==> src/rtl/core/fbpa_pkg.sv <==
// ----------------------------------------------------------------------------
// fbpa_pkg
// Shared types and constants of the fixed block pool allocator: pool sizes,
// command and status codes, pool select and decode result types.
// ----------------------------------------------------------------------------
package fbpa_pkg;

    localparam int SMALL_BLOCKS_DEF = 8;
    localparam int MID_BLOCKS_DEF   = 8;
    localparam int LARGE_BLOCKS_DEF = 4;
    localparam int HEADER_BYTES_DEF = 8;

    localparam int SMALL_SIZE  = 16;
    localparam int MID_SIZE    = 32;
    localparam int LARGE_SIZE  = 64;
    localparam int SMALL_SHIFT = 4;
    localparam int MID_SHIFT   = 5;
    localparam int LARGE_SHIFT = 6;

    localparam logic CMD_ALLOC = 1'b0;
    localparam logic CMD_FREE  = 1'b1;

    typedef enum logic [1:0] {
        ST_OK        = 2'd0,
        ST_EMPTY     = 2'd1,
        ST_TOO_LARGE = 2'd2,
        ST_BAD_FREE  = 2'd3
    } t_status;

    typedef enum logic [1:0] {
        POOL_SMALL = 2'd0,
        POOL_MID   = 2'd1,
        POOL_LARGE = 2'd2
    } t_pool;

    typedef enum logic [1:0] {
        S_IDLE,
        S_DEC,
        S_POP
    } t_state;

    typedef struct packed {
        t_pool   pool;
        t_status status;
        logic    pop;
        logic    push;
    } t_dec;

endpackage

==> src/rtl/core/fixed_block_pool_allocator_top.sv <==
// ----------------------------------------------------------------------------
// fixed_block_pool_allocator_top
// Allocator over three pools of fixed-size blocks (16, 32 and 64 bytes).
//
// Requests arrive on i_valid/o_ready with i_cmd, i_req_size, i_free_addr.
// Allocate pops the head of the first fitting pool and returns the block
// address plus the header on o_addr; free pushes the block back. Errors
// (pool empty, too large, bad free address) return a status with addr zero
// and leave the pools unchanged. Results leave on o_valid/i_ready.
// The area base is written on i_cfg_valid/o_cfg_ready; the user writes it
// only while the block idles, which the block itself does not enforce.
// Free and error results are registered from S_DEC, allocate results from
// S_POP after the registered read of the next-link RAM; a new request is
// taken only after the result is registered, one request at a time.
// A finished result sits in the output register while the next request is
// decoded; when the receiver stalls and the register is full the block
// holds in place. Reset restores every pool list to its ascending order at
// once via per-entry valid bits, no clearing pass.
// ----------------------------------------------------------------------------
module fixed_block_pool_allocator_top
    import fbpa_pkg::*;
#(
    parameter int SMALL_BLOCKS = SMALL_BLOCKS_DEF,
    parameter int MID_BLOCKS   = MID_BLOCKS_DEF,
    parameter int LARGE_BLOCKS = LARGE_BLOCKS_DEF,
    parameter int HEADER_BYTES = HEADER_BYTES_DEF
) (
    input  logic        i_clk,
    input  logic        i_rst_n,
    input  logic        i_valid,
    output logic        o_ready,
    input  logic        i_cmd,
    input  logic [15:0] i_req_size,
    input  logic [31:0] i_free_addr,
    output logic        o_valid,
    input  logic        i_ready,
    output logic [31:0] o_addr,
    output logic [1:0]  o_status,
    input  logic        i_cfg_valid,
    output logic        o_cfg_ready,
    input  logic [31:0] i_cfg_area_base
);

    localparam int TOTAL  = SMALL_BLOCKS + MID_BLOCKS + LARGE_BLOCKS;
    localparam int IDX_W  = $clog2(TOTAL + 1);
    localparam int ADDR_W = $clog2(TOTAL);
    localparam int FIRST1 = SMALL_BLOCKS;
    localparam int FIRST2 = SMALL_BLOCKS + MID_BLOCKS;
    localparam int OFF1   = SMALL_BLOCKS * SMALL_SIZE;
    localparam int OFF2   = OFF1 + MID_BLOCKS * MID_SIZE;
    localparam int AOFF_W = $clog2(OFF2 + LARGE_BLOCKS * LARGE_SIZE + HEADER_BYTES + 1) + 1;
    localparam logic [IDX_W-1:0] NONE = '1;

    t_state                r_state, n_state;
    logic [31:0]           r_area_base;
    logic                  r_cmd;
    logic [15:0]           r_req_size;
    logic [31:0]           r_free_addr;
    logic [2:0][IDX_W-1:0] r_head;
    logic [TOTAL-1:0]      r_vld;
    t_pool                 r_pool;
    logic [IDX_W-1:0]      r_idx;
    logic                  r_out_valid;
    logic [31:0]           r_addr;
    t_status               r_status;

    t_dec                  dec;
    logic [IDX_W-1:0]      dec_idx;
    logic                  out_free;
    logic                  accept;
    logic                  do_pop_rd;
    logic                  do_push;
    logic                  do_pop_wr;
    logic                  do_err;
    logic                  ram_we;
    logic [ADDR_W-1:0]     ram_waddr;
    logic [IDX_W-1:0]      ram_wdata;
    logic [IDX_W-1:0]      ram_q;
    logic [IDX_W-1:0]      link;
    logic [IDX_W-1:0]      local_idx;
    logic [AOFF_W-1:0]     blk_off;

    fbpa_dec #(
        .SMALL_BLOCKS (SMALL_BLOCKS),
        .MID_BLOCKS   (MID_BLOCKS),
        .LARGE_BLOCKS (LARGE_BLOCKS),
        .HEADER_BYTES (HEADER_BYTES)
    ) u_dec (
        .i_cmd       (r_cmd),
        .i_req_size  (r_req_size),
        .i_free_addr (r_free_addr),
        .i_area_base (r_area_base),
        .i_head      (r_head),
        .o_dec       (dec),
        .o_idx       (dec_idx)
    );

    fbpa_ram #(
        .WIDTH (IDX_W),
        .DEPTH (TOTAL)
    ) u_link_ram (
        .i_clk   (i_clk),
        .i_we    (ram_we),
        .i_waddr (ram_waddr),
        .i_wdata (ram_wdata),
        .i_re    (do_pop_rd),
        .i_raddr (dec_idx[ADDR_W-1:0]),
        .o_rdata (ram_q)
    );

    assign o_ready     = (r_state == S_IDLE);
    assign o_cfg_ready = 1'b1;
    assign accept      = i_valid && o_ready;
    assign out_free    = !r_out_valid || i_ready;

    // next-link of the popped block, reset order until first written
    always_comb begin
        if (r_vld[r_idx[ADDR_W-1:0]]) begin
            link = ram_q;
        end else if (r_idx == IDX_W'(FIRST1 - 1) || r_idx == IDX_W'(FIRST2 - 1)
                     || r_idx == IDX_W'(TOTAL - 1)) begin
            link = NONE;
        end else begin
            link = r_idx + IDX_W'(1);
        end
    end

    always_comb begin
        unique case (r_pool)
            POOL_SMALL: begin
                local_idx = r_idx;
                blk_off   = AOFF_W'(local_idx) << SMALL_SHIFT;
            end
            POOL_MID: begin
                local_idx = r_idx - IDX_W'(FIRST1);
                blk_off   = AOFF_W'(OFF1) + (AOFF_W'(local_idx) << MID_SHIFT);
            end
            POOL_LARGE: begin
                local_idx = r_idx - IDX_W'(FIRST2);
                blk_off   = AOFF_W'(OFF2) + (AOFF_W'(local_idx) << LARGE_SHIFT);
            end
            default: begin
                local_idx = '0;
                blk_off   = '0;
            end
        endcase
    end

    always_comb begin
        n_state   = r_state;
        do_pop_rd = 1'b0;
        do_push   = 1'b0;
        do_pop_wr = 1'b0;
        do_err    = 1'b0;
        unique case (r_state)
            S_IDLE: begin
                if (accept) begin
                    n_state = S_DEC;
                end
            end
            S_DEC: begin
                if (dec.pop) begin
                    do_pop_rd = 1'b1;
                    n_state   = S_POP;
                end else if (out_free) begin
                    do_push = dec.push;
                    do_err  = !dec.push;
                    n_state = S_IDLE;
                end
            end
            S_POP: begin
                if (out_free) begin
                    do_pop_wr = 1'b1;
                    n_state   = S_IDLE;
                end
            end
            default: begin
                n_state = S_IDLE;
            end
        endcase
    end

    assign ram_we    = do_push || do_pop_wr;
    assign ram_waddr = do_push ? dec_idx[ADDR_W-1:0] : r_idx[ADDR_W-1:0];
    assign ram_wdata = do_push ? r_head[dec.pool] : NONE;

    always_ff @(posedge i_clk) begin
        if (!i_rst_n) begin
            r_state     <= S_IDLE;
            r_area_base <= '0;
            r_head[0]   <= '0;
            r_head[1]   <= IDX_W'(FIRST1);
            r_head[2]   <= IDX_W'(FIRST2);
            r_vld       <= '0;
            r_out_valid <= 1'b0;
        end else begin
            r_state <= n_state;
            if (i_cfg_valid) begin
                r_area_base <= i_cfg_area_base;
            end
            if (do_push) begin
                r_head[dec.pool]            <= dec_idx;
                r_vld[dec_idx[ADDR_W-1:0]]  <= 1'b1;
            end
            if (do_pop_wr) begin
                r_head[r_pool]              <= link;
                r_vld[r_idx[ADDR_W-1:0]]    <= 1'b1;
            end
            if (do_push || do_pop_wr || do_err) begin
                r_out_valid <= 1'b1;
            end else if (i_ready) begin
                r_out_valid <= 1'b0;
            end
        end
    end

    // payload registers
    always_ff @(posedge i_clk) begin
        if (accept) begin
            r_cmd       <= i_cmd;
            r_req_size  <= i_req_size;
            r_free_addr <= i_free_addr;
        end
        if (do_pop_rd) begin
            r_pool <= dec.pool;
            r_idx  <= dec_idx;
        end
        if (do_pop_wr) begin
            r_addr   <= r_area_base + 32'(blk_off) + 32'(HEADER_BYTES);
            r_status <= ST_OK;
        end else if (do_push || do_err) begin
            r_addr   <= '0;
            r_status <= dec.status;
        end
    end

    assign o_valid  = r_out_valid;
    assign o_addr   = r_addr;
    assign o_status = r_status;

endmodule

==> src/rtl/core/fbpa_ram.sv <==
// ----------------------------------------------------------------------------
// fbpa_ram
// Generic single write port, single read port RAM with registered read.
// ----------------------------------------------------------------------------
module fbpa_ram #(
    parameter int WIDTH = 8,
    parameter int DEPTH = 16
) (
    input  logic                     i_clk,
    input  logic                     i_we,
    input  logic [$clog2(DEPTH)-1:0] i_waddr,
    input  logic [WIDTH-1:0]         i_wdata,
    input  logic                     i_re,
    input  logic [$clog2(DEPTH)-1:0] i_raddr,
    output logic [WIDTH-1:0]         o_rdata
);

    logic [WIDTH-1:0] r_mem [DEPTH];
    logic [WIDTH-1:0] r_rdata;

    always_ff @(posedge i_clk) begin
        if (i_we) begin
            r_mem[i_waddr] <= i_wdata;
        end
        if (i_re) begin
            r_rdata <= r_mem[i_raddr];
        end
    end

    assign o_rdata = r_rdata;

endmodule

==> src/rtl/core/fbpa_dec.sv <==
// ----------------------------------------------------------------------------
// fbpa_dec
// Request decoder: picks the pool for an allocate and checks its head, or
// maps a freed address back to its pool and block index.
// ----------------------------------------------------------------------------
module fbpa_dec
    import fbpa_pkg::*;
#(
    parameter int SMALL_BLOCKS = SMALL_BLOCKS_DEF,
    parameter int MID_BLOCKS   = MID_BLOCKS_DEF,
    parameter int LARGE_BLOCKS = LARGE_BLOCKS_DEF,
    parameter int HEADER_BYTES = HEADER_BYTES_DEF,
    localparam int TOTAL = SMALL_BLOCKS + MID_BLOCKS + LARGE_BLOCKS,
    localparam int IDX_W = $clog2(TOTAL + 1)
) (
    input  logic                      i_cmd,
    input  logic [15:0]               i_req_size,
    input  logic [31:0]               i_free_addr,
    input  logic [31:0]               i_area_base,
    input  logic [2:0][IDX_W-1:0]     i_head,
    output t_dec                      o_dec,
    output logic [IDX_W-1:0]          o_idx
);

    localparam int END0  = SMALL_BLOCKS * SMALL_SIZE;
    localparam int END1  = END0 + MID_BLOCKS * MID_SIZE;
    localparam int END2  = END1 + LARGE_BLOCKS * LARGE_SIZE;
    localparam int OFF_W = $clog2(END2 + 1);
    localparam int FIRST1 = SMALL_BLOCKS;
    localparam int FIRST2 = SMALL_BLOCKS + MID_BLOCKS;
    localparam logic [IDX_W-1:0] NONE = '1;

    logic [16:0]      need;
    logic [31:0]      off;
    logic [OFF_W-1:0] off_lo;
    logic [OFF_W-1:0] rel;

    assign need   = {1'b0, i_req_size} + 17'(HEADER_BYTES);
    assign off    = i_free_addr - 32'(HEADER_BYTES) - i_area_base;
    assign off_lo = off[OFF_W-1:0];

    always_comb begin
        o_dec.pool   = POOL_SMALL;
        o_dec.status = ST_OK;
        o_dec.pop    = 1'b0;
        o_dec.push   = 1'b0;
        o_idx        = NONE;
        rel          = '0;
        if (i_cmd == CMD_ALLOC) begin
            priority if (need <= 17'(SMALL_SIZE)) begin
                o_dec.pool = POOL_SMALL;
                o_idx      = i_head[0];
            end else if (need <= 17'(MID_SIZE)) begin
                o_dec.pool = POOL_MID;
                o_idx      = i_head[1];
            end else if (need <= 17'(LARGE_SIZE)) begin
                o_dec.pool = POOL_LARGE;
                o_idx      = i_head[2];
            end else begin
                o_dec.status = ST_TOO_LARGE;
            end
            if (o_dec.status == ST_OK) begin
                if (o_idx == NONE) begin
                    o_dec.status = ST_EMPTY;
                end else begin
                    o_dec.pop = 1'b1;
                end
            end
        end else begin
            priority if (off < 32'(END0)) begin
                o_dec.pool = POOL_SMALL;
                rel        = off_lo;
                o_idx      = IDX_W'(rel >> SMALL_SHIFT);
                o_dec.push = (rel[SMALL_SHIFT-1:0] == '0);
            end else if (off < 32'(END1)) begin
                o_dec.pool = POOL_MID;
                rel        = off_lo - OFF_W'(END0);
                o_idx      = IDX_W'(FIRST1) + IDX_W'(rel >> MID_SHIFT);
                o_dec.push = (rel[MID_SHIFT-1:0] == '0);
            end else if (off < 32'(END2)) begin
                o_dec.pool = POOL_LARGE;
                rel        = off_lo - OFF_W'(END1);
                o_idx      = IDX_W'(FIRST2) + IDX_W'(rel >> LARGE_SHIFT);
                o_dec.push = (rel[LARGE_SHIFT-1:0] == '0);
            end else begin
                o_dec.push = 1'b0;
            end
            if (!o_dec.push) begin
                o_dec.status = ST_BAD_FREE;
            end
        end
    end

endmodule

==> config.mk <==
export PLATFORM = sky130hd
export DESIGN_NAME = fixed_block_pool_allocator_top
export DESIGN_NICKNAME = d
export VERILOG_FILES = /design/src/rtl/core/fbpa_pkg.sv /design/src/rtl/core/fixed_block_pool_allocator_top.sv /design/src/rtl/core/fbpa_ram.sv /design/src/rtl/core/fbpa_dec.sv
export SDC_FILE = /design/constraint.sdc
export NUM_CORES = 1
export LEC_CHECK = 0
export ABC_AREA = 1
export CORE_ASPECT_RATIO = 1.1
export CORE_UTILIZATION = 55
export CTS_BUF_LIST = sky130_fd_sc_hd__clkbuf_4 sky130_fd_sc_hd__clkbuf_8
export DETAILED_ROUTE_END_ITERATION = 6
export DONT_BUFFER_PORTS = 1
export PLACE_DENSITY = 0.76
export SLEW_MARGIN = 20
export SYNTH_ARGS = -nofsm -noshare
export SYNTH_HDL_FRONTEND = slang
export SYNTH_SLANG_ARGS = --single-unit
==> constraint.sdc <==
create_clock -name i_clk -period 11.1 [get_ports i_clk]
set_clock_uncertainty 0.15 [all_clocks]
set_input_delay 2.775 -clock i_clk [delete_from_list [all_inputs] [get_ports i_clk]]
set_output_delay 2.775 -clock i_clk [all_outputs]
set_load 0.05 [all_outputs]
==> results.yml, run 1 <==
floorplanning:
  dieArea_mm2: 0.0296
  die_x_um: 164
  ios: 123
  core.rowCount: 64
  die_h_um: 180
  initial_core_util_pct: 56.5
  coreArea_mm2: 0.0281
power:
  p_leak_uw: 0.00820
  vdd_ir_drop_max_v: 0.000145
  pwr_density_cell_mw_per_mm2: 141
clock_network:
  postCtsSetupBuffers: 0
  cts_tree: "done"
  max-clock-path-buffers: 3
  h-tree-depth: 2
  cts_root_buffer: "clkbuf_8"
  cts_resized: 0
  cts_inserted_buffers: 44
  clock_sinks: 265
  hold_buffers: 0
  clk_latency_ps: 600
  path_clk_slew_ps: 60
sta:
  drv_slew: 0
  fin_tns_setup_ps: 0
  maxSlewHeadroom_pct: 34.2
  min_period_over_period_pct: 59.2
  fmax_ghz: 0.152
  tightest_slew_ps: 984
  final-hold-violation-count: 0
  grt_setup_unrepaired: "false"
  period_needed_ps: 6570
  holdWs_ps: 332
  setup_viol: 0
hold_path:
  hold_path.class: "reg -> reg"
  hold_start: "r_head[3]$_SDFF_PN0_"
place:
  dp_hpwl_mm: 32.7
  gp_congestion: 1.04
  port_buffers: 0
routing:
  met2WireLength_mm: 21.9
  drt-initial-drc-count: 1104
  drc: 0
  vias: 13700
  wl_per_cell_um: 17.7
  totalWireLength_mm: 44.1
  dr.pass1.iters: 6
  top_layer: "met4"
  wl_met1_mm: 16.3
  dr_wl_met3_mm: 3.32
  postRouteAntennaNets: 0
  vias_per_cell: 5.49
finish:
  fillers: 2543
  register_area_mm2: 0.00724
  final_common_cell: "nand2_1"
  final_cell_mix: "658 x nand2_1, 331 x inv_1, 193 x edfxtp_1, 184 x nor2_1, 130 x a21oi_1"
  final_core_util_pct: 61.0
  multi_input_comb_area_mm2: 0.00720
  syn2layout_area_growth_pct: 8.05
  final_nets: 2269
  drive_gt1_share_pct: 6.38
worst_setup_path:
  arrival_ps: 6640
  slowest_stage: "nand2_2"
  crit_path_max_fanout: 52
  worst_path_largest_cell_delay_ps: 740
  reg2reg_slack_ps: 4530
  r2r_cells: 22
  end_kind: "flop"
  endpoint: "u_link_ram.r_mem[19][4]$_DFFE_PP_"
  r2r-start: "r_area_base[1]$_SDFFE_PN0P_"
  critical_path_class: "reg -> reg"
  startpoint_type: "flop"
  crit_required_ps: 11170
  crit_path_start: "r_area_base[1]$_SDFFE_PN0P_"
  r2r_end: "u_link_ram.r_mem[19][4]$_DFFE_PP_"
  crit_chain: "inv_1 > ha_1 > ha_1 > fa_1 > nand3_1 > nand3_1 > nand3_1 > nand3b_1 > xor2_1 > nor2_1 > nand3_1 > inv_1 > nand4_2 > nor2_1 > nor2_1 > nand2_2 > nand2_2 > nor2_1 > inv_2 > nand2_1 > nand3_1 > nor2_1"
logic_synthesis:
  synth_seq_area_share_pct: 45.6
  synth_cell_types: 51
  syn_avg_cell_area_um2: 7.62
  synth_top_area_share_pct: 36.5
  synth_area_leaders: "edfxtp_1 36%, nand2_1 16%, dfxtp_1 9.1%"
  netlist_area_mm2: 0.0159
  syn-num-nets: 2256
  yosysWarnings: 0
  synth_largest_area_cell: "edfxtp_1"
  syn_inst: 2083
  yosys_register_bits: 265
global_routing:
  grt_pass1_vias: 13100
  grt-ovfl-total: 0
  grt_pass1_wl_mm: 68.5
  antenna_found_initial: 2
  grt_max_degree: 53
  gr-usage-all-layers_pct: 30.0
run:
  maxCapViolCount: 0
outcome:
  status: "completed"
-- power breakdown --
| part | switching [µW] | leakage [µW] | internal (µW) |
|---|---|---|---|
| clock network | 409 | 0.000477 | 462 |
| registers | 55.2 | 0.00264 | 1090 |
| logic | 280 | 0.00509 | 129 |
| total | 744 | 0.00820 | 1680 |
-- layout make-up --
class,instances,share of cell area [%]
Clock buffer,60,4.30
Sequential cell,265,42.2
Tap cell,363,2.65
Timing Repair Buffer,10,0.503
Multi-Input combinational cell,1431,42.0
Antenna cell,4,0.0583
Clock inverter,21,0.831
Inverter,344,7.53
-- flip-flops by register name, summed over array words and instances, names as in the netlist --
register / count
r_free_addr: 32
u_link_ram.o_rdata: 5
o_addr: 32
o_status: 2
r_vld: 20
r_cmd: 1
r_pool: 2
r_idx: 5
r_area_base: 32
o_valid: 1
r_req_size: 16
u_link_ram.r_mem: 100
r_state: 2
r_head: 15
-- stage by stage --
stage,instances,worst slack (ps),cell area [µm²],power (µW)
after floorplan,2083,5640,15900,1450
after global placement,2411,4810,16200,1560
after detailed placement,2411,4600,16200,1570
after CTS,2492,4590,17100,2430
after global routing,2494,4170,17100,2540
final,2498,4530,17200,2420
-- layer usage --
layer,track usage [%],vias to the layer above
li1,-,6745
met1,33.2,6277
met2,52.8,561
met3,5.94,141
met4,17.4,0
met5,0,-
-- cells in the mapped netlist, drive strengths merged --
cell / n
and3: 1
o21bai: 7
nor4b: 1
clkinv: 8
nor4: 6
conb: 1
nand4: 26
buf: 19
nor3: 18
and2: 2
nor3b: 1
o221ai: 6
a41oi: 1
nand3: 122
edfxtp: 193
dfxtp: 72
fa: 2
o211a: 1
nand3b: 9
o22ai: 6
or3: 1
a21oi: 131
xnor2: 7
nand2: 667
clkbuf: 24
xor2: 19
o31ai: 2
nor2: 205
ha: 85
a31o: 1
o21a: 6
a31oi: 7
inv: 336
a21o: 1
or2: 1
o211ai: 4
o21ai: 84
-- logic make-up after synthesis --
kind of cell	Yosys count	synth area share, %
AND/OR/NAND/NOR	1060	27.8
buffers and inverters	387	9.38
flip-flops	265	45.6
AO/OA/AOI/OAI	257	8.86
adder cells (fa/ha/maj)	87	6.95
XOR/XNOR	26	1.43
other	1	0.0236
-- how the worst min path moves through the flow --
stage	end	slack (ps)	depth (start not counted)
detailed placement	r_head[3]$_SDFF_PN0_	320	2
global placement	r_head[3]$_SDFF_PN0_	300	2
finish	r_head[3]$_SDFF_PN0_	330	2
global route	r_head[3]$_SDFF_PN0_	350	2
CTS	r_head[3]$_SDFF_PN0_	330	2
floorplan	r_head[3]$_SDFF_PN0_	290	2
-- critical path, delay by kind of cell (launching register included) --
kind / cells / cell delay (ps)
XOR/XNOR: 1 / 210
adder cells (fa/ha/maj): 3 / 1060
buffers and inverters: 3 / 370
flip-flops: 1 / 310
AND/OR/NAND/NOR: 15 / 4070
Power figures use the tool's default switching activity.
==> inputs of run 2 (changes only) <==
==> constraint.sdc (replaced) <==
create_clock -name i_clk -period 6.3 [get_ports i_clk]
set_clock_uncertainty 0.15 [all_clocks]
set_input_delay 1.575 -clock i_clk [delete_from_list [all_inputs] [get_ports i_clk]]
set_output_delay 1.575 -clock i_clk [all_outputs]
set_load 0.05 [all_outputs]
==> results.yml, run 2 (synthesis results as in run 1) <==
outcome:
  status: "completed"
floorplanning:
  die_h_um: 180
  initial_core_util_pct: 56.5
  dieArea_mm2: 0.0296
  ios: 123
  core.rowCount: 64
  die_x_um: 164
  coreArea_mm2: 0.0281
routing:
  vias_per_cell: 5.48
  dr.pass1.iters: 7
  drt-initial-drc-count: 1057
  vias: 13700
  totalWireLength_mm: 44.2
  postRouteAntennaNets: 0
  wl_per_cell_um: 17.7
  drc: 0
sta:
  setup_viol: 0
  tightest_slew_ps: 1200
  period_needed_ps: 5230
  drv_slew: 0
  final-hold-violation-count: 0
  maxSlewHeadroom_pct: 19.9
  holdWs_ps: 338
  min_period_over_period_pct: 83.0
  grt_setup_unrepaired: "false"
  fin_tns_setup_ps: 0
  fmax_ghz: 0.191
clock_network:
  cts_root_buffer: "clkbuf_8"
  cts_resized: 0
  cts_tree: "done"
  clk_latency_ps: 590
  clock_sinks: 265
  postCtsSetupBuffers: 0
  max-clock-path-buffers: 3
  hold_buffers: 0
  path_clk_slew_ps: 60
  cts_inserted_buffers: 45
  h-tree-depth: 2
run:
  maxCapViolCount: 0
finish:
  fillers: 2553
  final_core_util_pct: 61.3
  final_common_cell: "nand2_1"
  largest_register_ffs: 100
  final_nets: 2270
  syn2layout_area_growth_pct: 8.56
  register_area_mm2: 0.00724
  max_flop_register: "u_link_ram.r_mem"
  final_cell_mix: "658 x nand2_1, 331 x inv_1, 193 x edfxtp_1, 185 x nor2_1, 130 x a21oi_1"
  drive_gt1_share_pct: 6.33
  multi_input_comb_area_mm2: 0.00718
global_routing:
  grt_pass1_vias: 13300
  antenna_found_initial: 4
  grt_pass1_wl_mm: 68.0
  grt_max_degree: 53
  gr-usage-all-layers_pct: 29.7
  grt-ovfl-total: 0
place:
  port_buffers: 0
  gp_congestion: 0.994
  dp_hpwl_mm: 33.1
worst_setup_path:
  crit_path_max_fanout: 22
  cp_common_cell: "nand2_1"
  end_kind: "flop"
  critical_path_class: "reg -> reg"
  cp.depth: 26
  path_buf_inv: 3
  worst_path_largest_cell_delay_ps: 460
  arrival_ps: 5300
  startpoint_type: "flop"
  r2r_cells: 26
  cp_top_family: "simple AND/OR/NAND/NOR gates"
  crit_required_ps: 6380
  slowest_stage: "fa_1"
hold_path:
  min_path_cells: 2
  hold_path.class: "reg -> reg"
power:
  p_leak_uw: 0.00824
  vdd_ir_drop_max_v: 0.000288
  fin_total_pwr_uw: 4430
  pwr_density_cell_mw_per_mm2: 257
-- run 2: cell types whose count changed in the layout (fill, tap and decap cells not counted), moves of 2 or more --
cell       previous run  this run
clkinv_2             10         8
clkinv_1             15        17
bufinv_16             1         5
buf_4                 8        10
clkbuf_4             14        11
-- run 2: area by class of cell --
cell class	instances	share of cell area [%]
Tap cell	363	2.63
Multi-Input combinational cell	1431	41.7
Timing Repair Buffer	10	0.436
Inverter	344	7.49
Sequential cell	265	42.0
Clock buffer	58	4.23
Antenna cell	3	0.0436
Clock inverter	25	1.50
-- run 2: power breakdown --
part | internal (µW) | switching (µW) | leakage, µW
registers | 1910 | 95.1 | 0.00264
clock network | 973 | 719 | 0.000518
logic | 227 | 498 | 0.00508
total | 3120 | 1310 | 0.00824
-- run 2: worst register-to-register path, cell delays in order, from the launching register on --
cell and delay (ps):
dfxtp_1 300, inv_1 90, ha_1 310, ha_1 250, fa_1 460, nand3_1 120
nand3_1 160, nand3_1 120, nand3b_1 180, nand2_1 150, nand2_1 60, nand2_1 110
nand2_1 70, nor2_1 100, nand4_1 70, nor2_1 260, nand3_1 140, nand2_1 90
nand2_1 40, nand2_1 70, nand3_1 80, buf_4 240, nor2_1 340, inv_2 110
nand2_1 130, nand3_1 270, nor2_1 420
-- run 2: final timing paths --
check	slack (ps)	start	end
max reg2reg	1070	r_area_base[1]$_SDFFE_PN0P_	u_link_ram.r_mem[19][2]$_DFFE_PP_
min	340	r_head[3]$_SDFF_PN0_	r_head[3]$_SDFF_PN0_
max	1070	r_area_base[1]$_SDFFE_PN0P_	u_link_ram.r_mem[19][2]$_DFFE_PP_
min reg2reg	340	r_head[3]$_SDFF_PN0_	r_head[3]$_SDFF_PN0_
-- run 2: stage by stage --
step / cells / area (µm²) / worst slack, ps
2_1_floorplan: 2083 / 15900 / 2040
3_3_place_gp: 2413 / 16200 / 1090
3_5_place_dp: 2413 / 16200 / 1120
4_1_cts: 2496 / 17200 / 1080
5_1_grt: 2498 / 17200 / 762
6_report: 2499 / 17200 / 1070
-- run 2: layer usage --
| layer | wire length [µm] | vias up | share of wire, % | global-route usage [%] |
|---|---|---|---|---|
| met5 | 11 | - | 0.025 | 0 |
| met1 | 16500 | 6275 | 37 | 31.8 |
| met3 | 2990 | 147 | 6.8 | 5.80 |
| li1 | - | 6755 | - | - |
| met4 | 2540 | 2 | 5.8 | 17.7 |
| met2 | 22200 | 528 | 50 | 53.2 |
==> inputs of run 3 (changes only) <==
--- a/config.mk
+++ b/config.mk
@@ -11,7 +11,7 @@
 export CTS_BUF_LIST = sky130_fd_sc_hd__clkbuf_4 sky130_fd_sc_hd__clkbuf_8
 export DETAILED_ROUTE_END_ITERATION = 6
 export DONT_BUFFER_PORTS = 1
-export PLACE_DENSITY = 0.76
+export PLACE_DENSITY = 0.79
 export SLEW_MARGIN = 20
 export SYNTH_ARGS = -nofsm -noshare
 export SYNTH_HDL_FRONTEND = slang
==> constraint.sdc (replaced) <==
create_clock -name i_clk -period 4.65 [get_ports i_clk]
set_clock_uncertainty 0.15 [all_clocks]
set_input_delay 1.1625 -clock i_clk [delete_from_list [all_inputs] [get_ports i_clk]]
set_output_delay 1.1625 -clock i_clk [all_outputs]
set_load 0.05 [all_outputs]
==> results.yml, run 3 (synthesis results as in run 1) <==
clock_network:
  path_clk_slew_ps: 60
  clock_sinks: 265
  cts_root_buffer: "clkbuf_8"
  cts_tree: "done"
  h-tree-depth: 2
  cts_inserted_buffers: 45
  max-clock-path-buffers: 3
  clk_latency_ps: 620
power:
  combinationalPowerShare_pct: 17.9
  pwr_density_cell_mw_per_mm2: 331
  internal_power_uw: 4090
  vdd_ir_drop_max_v: 0.000289
  fin_total_pwr_uw: 5950
  clkPwrFrac_pct: 36.4
  switchingPower_uw: 1860
  pwr-share-seq_pct: 45.8
  swShare_pct: 31.3
  p_leak_uw: 0.00854
worst_setup_path:
  critical_path_class: "reg -> reg"
  arrival_ps: 4600
  end_kind: "flop"
  reg2reg_slack_ps: 200
  crit_path_max_fanout: 5
  startpoint_type: "flop"
  crit_required_ps: 4800
global_routing:
  grt_max_degree: 51
  grt_pass1_wl_mm: 72.3
  grt-ovfl-total: 0
  gr-usage-all-layers_pct: 31.9
  antenna_found_initial: 6
  grt_pass1_vias: 13700
finish:
  max_flop_register: "u_link_ram.r_mem"
  syn2layout_area_growth_pct: 13.2
  largest_register_ffs: 100
  final_nets: 2324
  drive_gt1_share_pct: 11.1
  final_core_util_pct: 64.0
  final_common_cell: "nand2_1"
  final_cell_mix: "651 x nand2_1, 329 x inv_1, 193 x edfxtp_1, 164 x nor2_1, 127 x a21oi_1"
outcome:
  status: "completed"
place:
  gp_congestion: 1.04
  dp_hpwl_mm: 34.5
  port_buffers: 0
  pre_cts_slack_ps: -86.6
sta:
  tightest_slew_ps: 952
  drv_slew: 0
  period_needed_ps: 4450
  min_period_over_period_pct: 95.7
  setup_slack_ps: 202
  maxSlewHeadroom_pct: 36.4
  fin_tns_setup_ps: 0
  final-hold-violation-count: 0
  fmax_ghz: 0.225
  holdWs_ps: 322
  setup_viol: 0
floorplanning:
  ios: 123
  die_h_um: 180
  core.rowCount: 64
  initial_core_util_pct: 56.5
  dieArea_mm2: 0.0296
  die_x_um: 164
  coreArea_mm2: 0.0281
routing:
  dr.pass1.iters: 6
  wl_per_cell_um: 18.4
  postRouteAntennaNets: 0
  vias: 14300
  drc: 0
  totalWireLength_mm: 47.0
  drt-initial-drc-count: 1373
  vias_per_cell: 5.59
run:
  maxCapViolCount: 0
hold_path:
  hold_path.class: "reg -> reg"
run 3: worst max-delay path: stages, from the launching register on:
cell	delay, ps
dfxtp_1	470
ha_1	290
inv_1	60
ha_2	310
nand2_1	150
inv_1	50
nand2_1	60
nand2_1	70
inv_1	80
nand3_1	160
nand2_1	150
nand2_1	60
nand2_1	140
nand2_1	60
nand3b_1	220
nor2_4	220
nand2_4	90
o31ai_1	240
nand2_1	110
nand2_2	120
inv_1	90
o21ai_4	290
nand3_4	180
nor2_4	150
buf_4	150
run 3: power groups by stage:
stage,Combinational [µW],Sequential [µW],Clock [µW]
after floorplan,725,2750,0
after global placement,976,2770,0
after detailed placement,985,2770,0
after CTS,996,2720,2200
after global routing,1190,2730,2310
final,1060,2720,2160
run 3: layout make-up:
class	count	area (µm²)
antenna	4	10.0
inverter	344	1300
timing repair buffer	64	547
sequential	265	7240
clock inverter	27	204
multi-input combinational	1431	7500
fill	2387	10100
tap	363	454
clock buffer	57	722
run 3: repair_timing:
action                                 4_1_cts  5_1_grt
buffers inserted                             1        1
gates cloned                                 0        0
gates resized for setup                     12       81
setup endpoints to repair                   65      169
hold buffers                                 0        0
pin swaps                                    1       13
endpoints found under the hold margin        0        0
run 3: final timing paths:
kind,endpoint,startpoint,cells after the start
setup reg to reg,u_link_ram.r_mem[12][0]$_DFFE_PP_,r_area_base[9]$_SDFFE_PN0P_,24
hold / removal,r_head[3]$_SDFF_PN0_,r_head[3]$_SDFF_PN0_,2
hold reg to reg,r_head[3]$_SDFF_PN0_,r_head[3]$_SDFF_PN0_,2
setup / recovery,u_link_ram.r_mem[12][0]$_DFFE_PP_,r_area_base[9]$_SDFFE_PN0P_,24
run 3: layer usage:
| layer | global-route usage, % | part of all wire [%] |
|---|---|---|
| met2 | 53.0 | 47 |
| met5 | 0 | 0.028 |
| met1 | 36.5 | 37 |
| met4 | 21.0 | 6.7 |
| met3 | 7.36 | 9.2 |
run 3: through the flow:
stage	instances	cell area (µm²)
floorplan	2083	15900
global placement	2465	16700
detailed placement	2465	16700
CTS	2550	17600
global route	2553	18000
finish	2555	18000
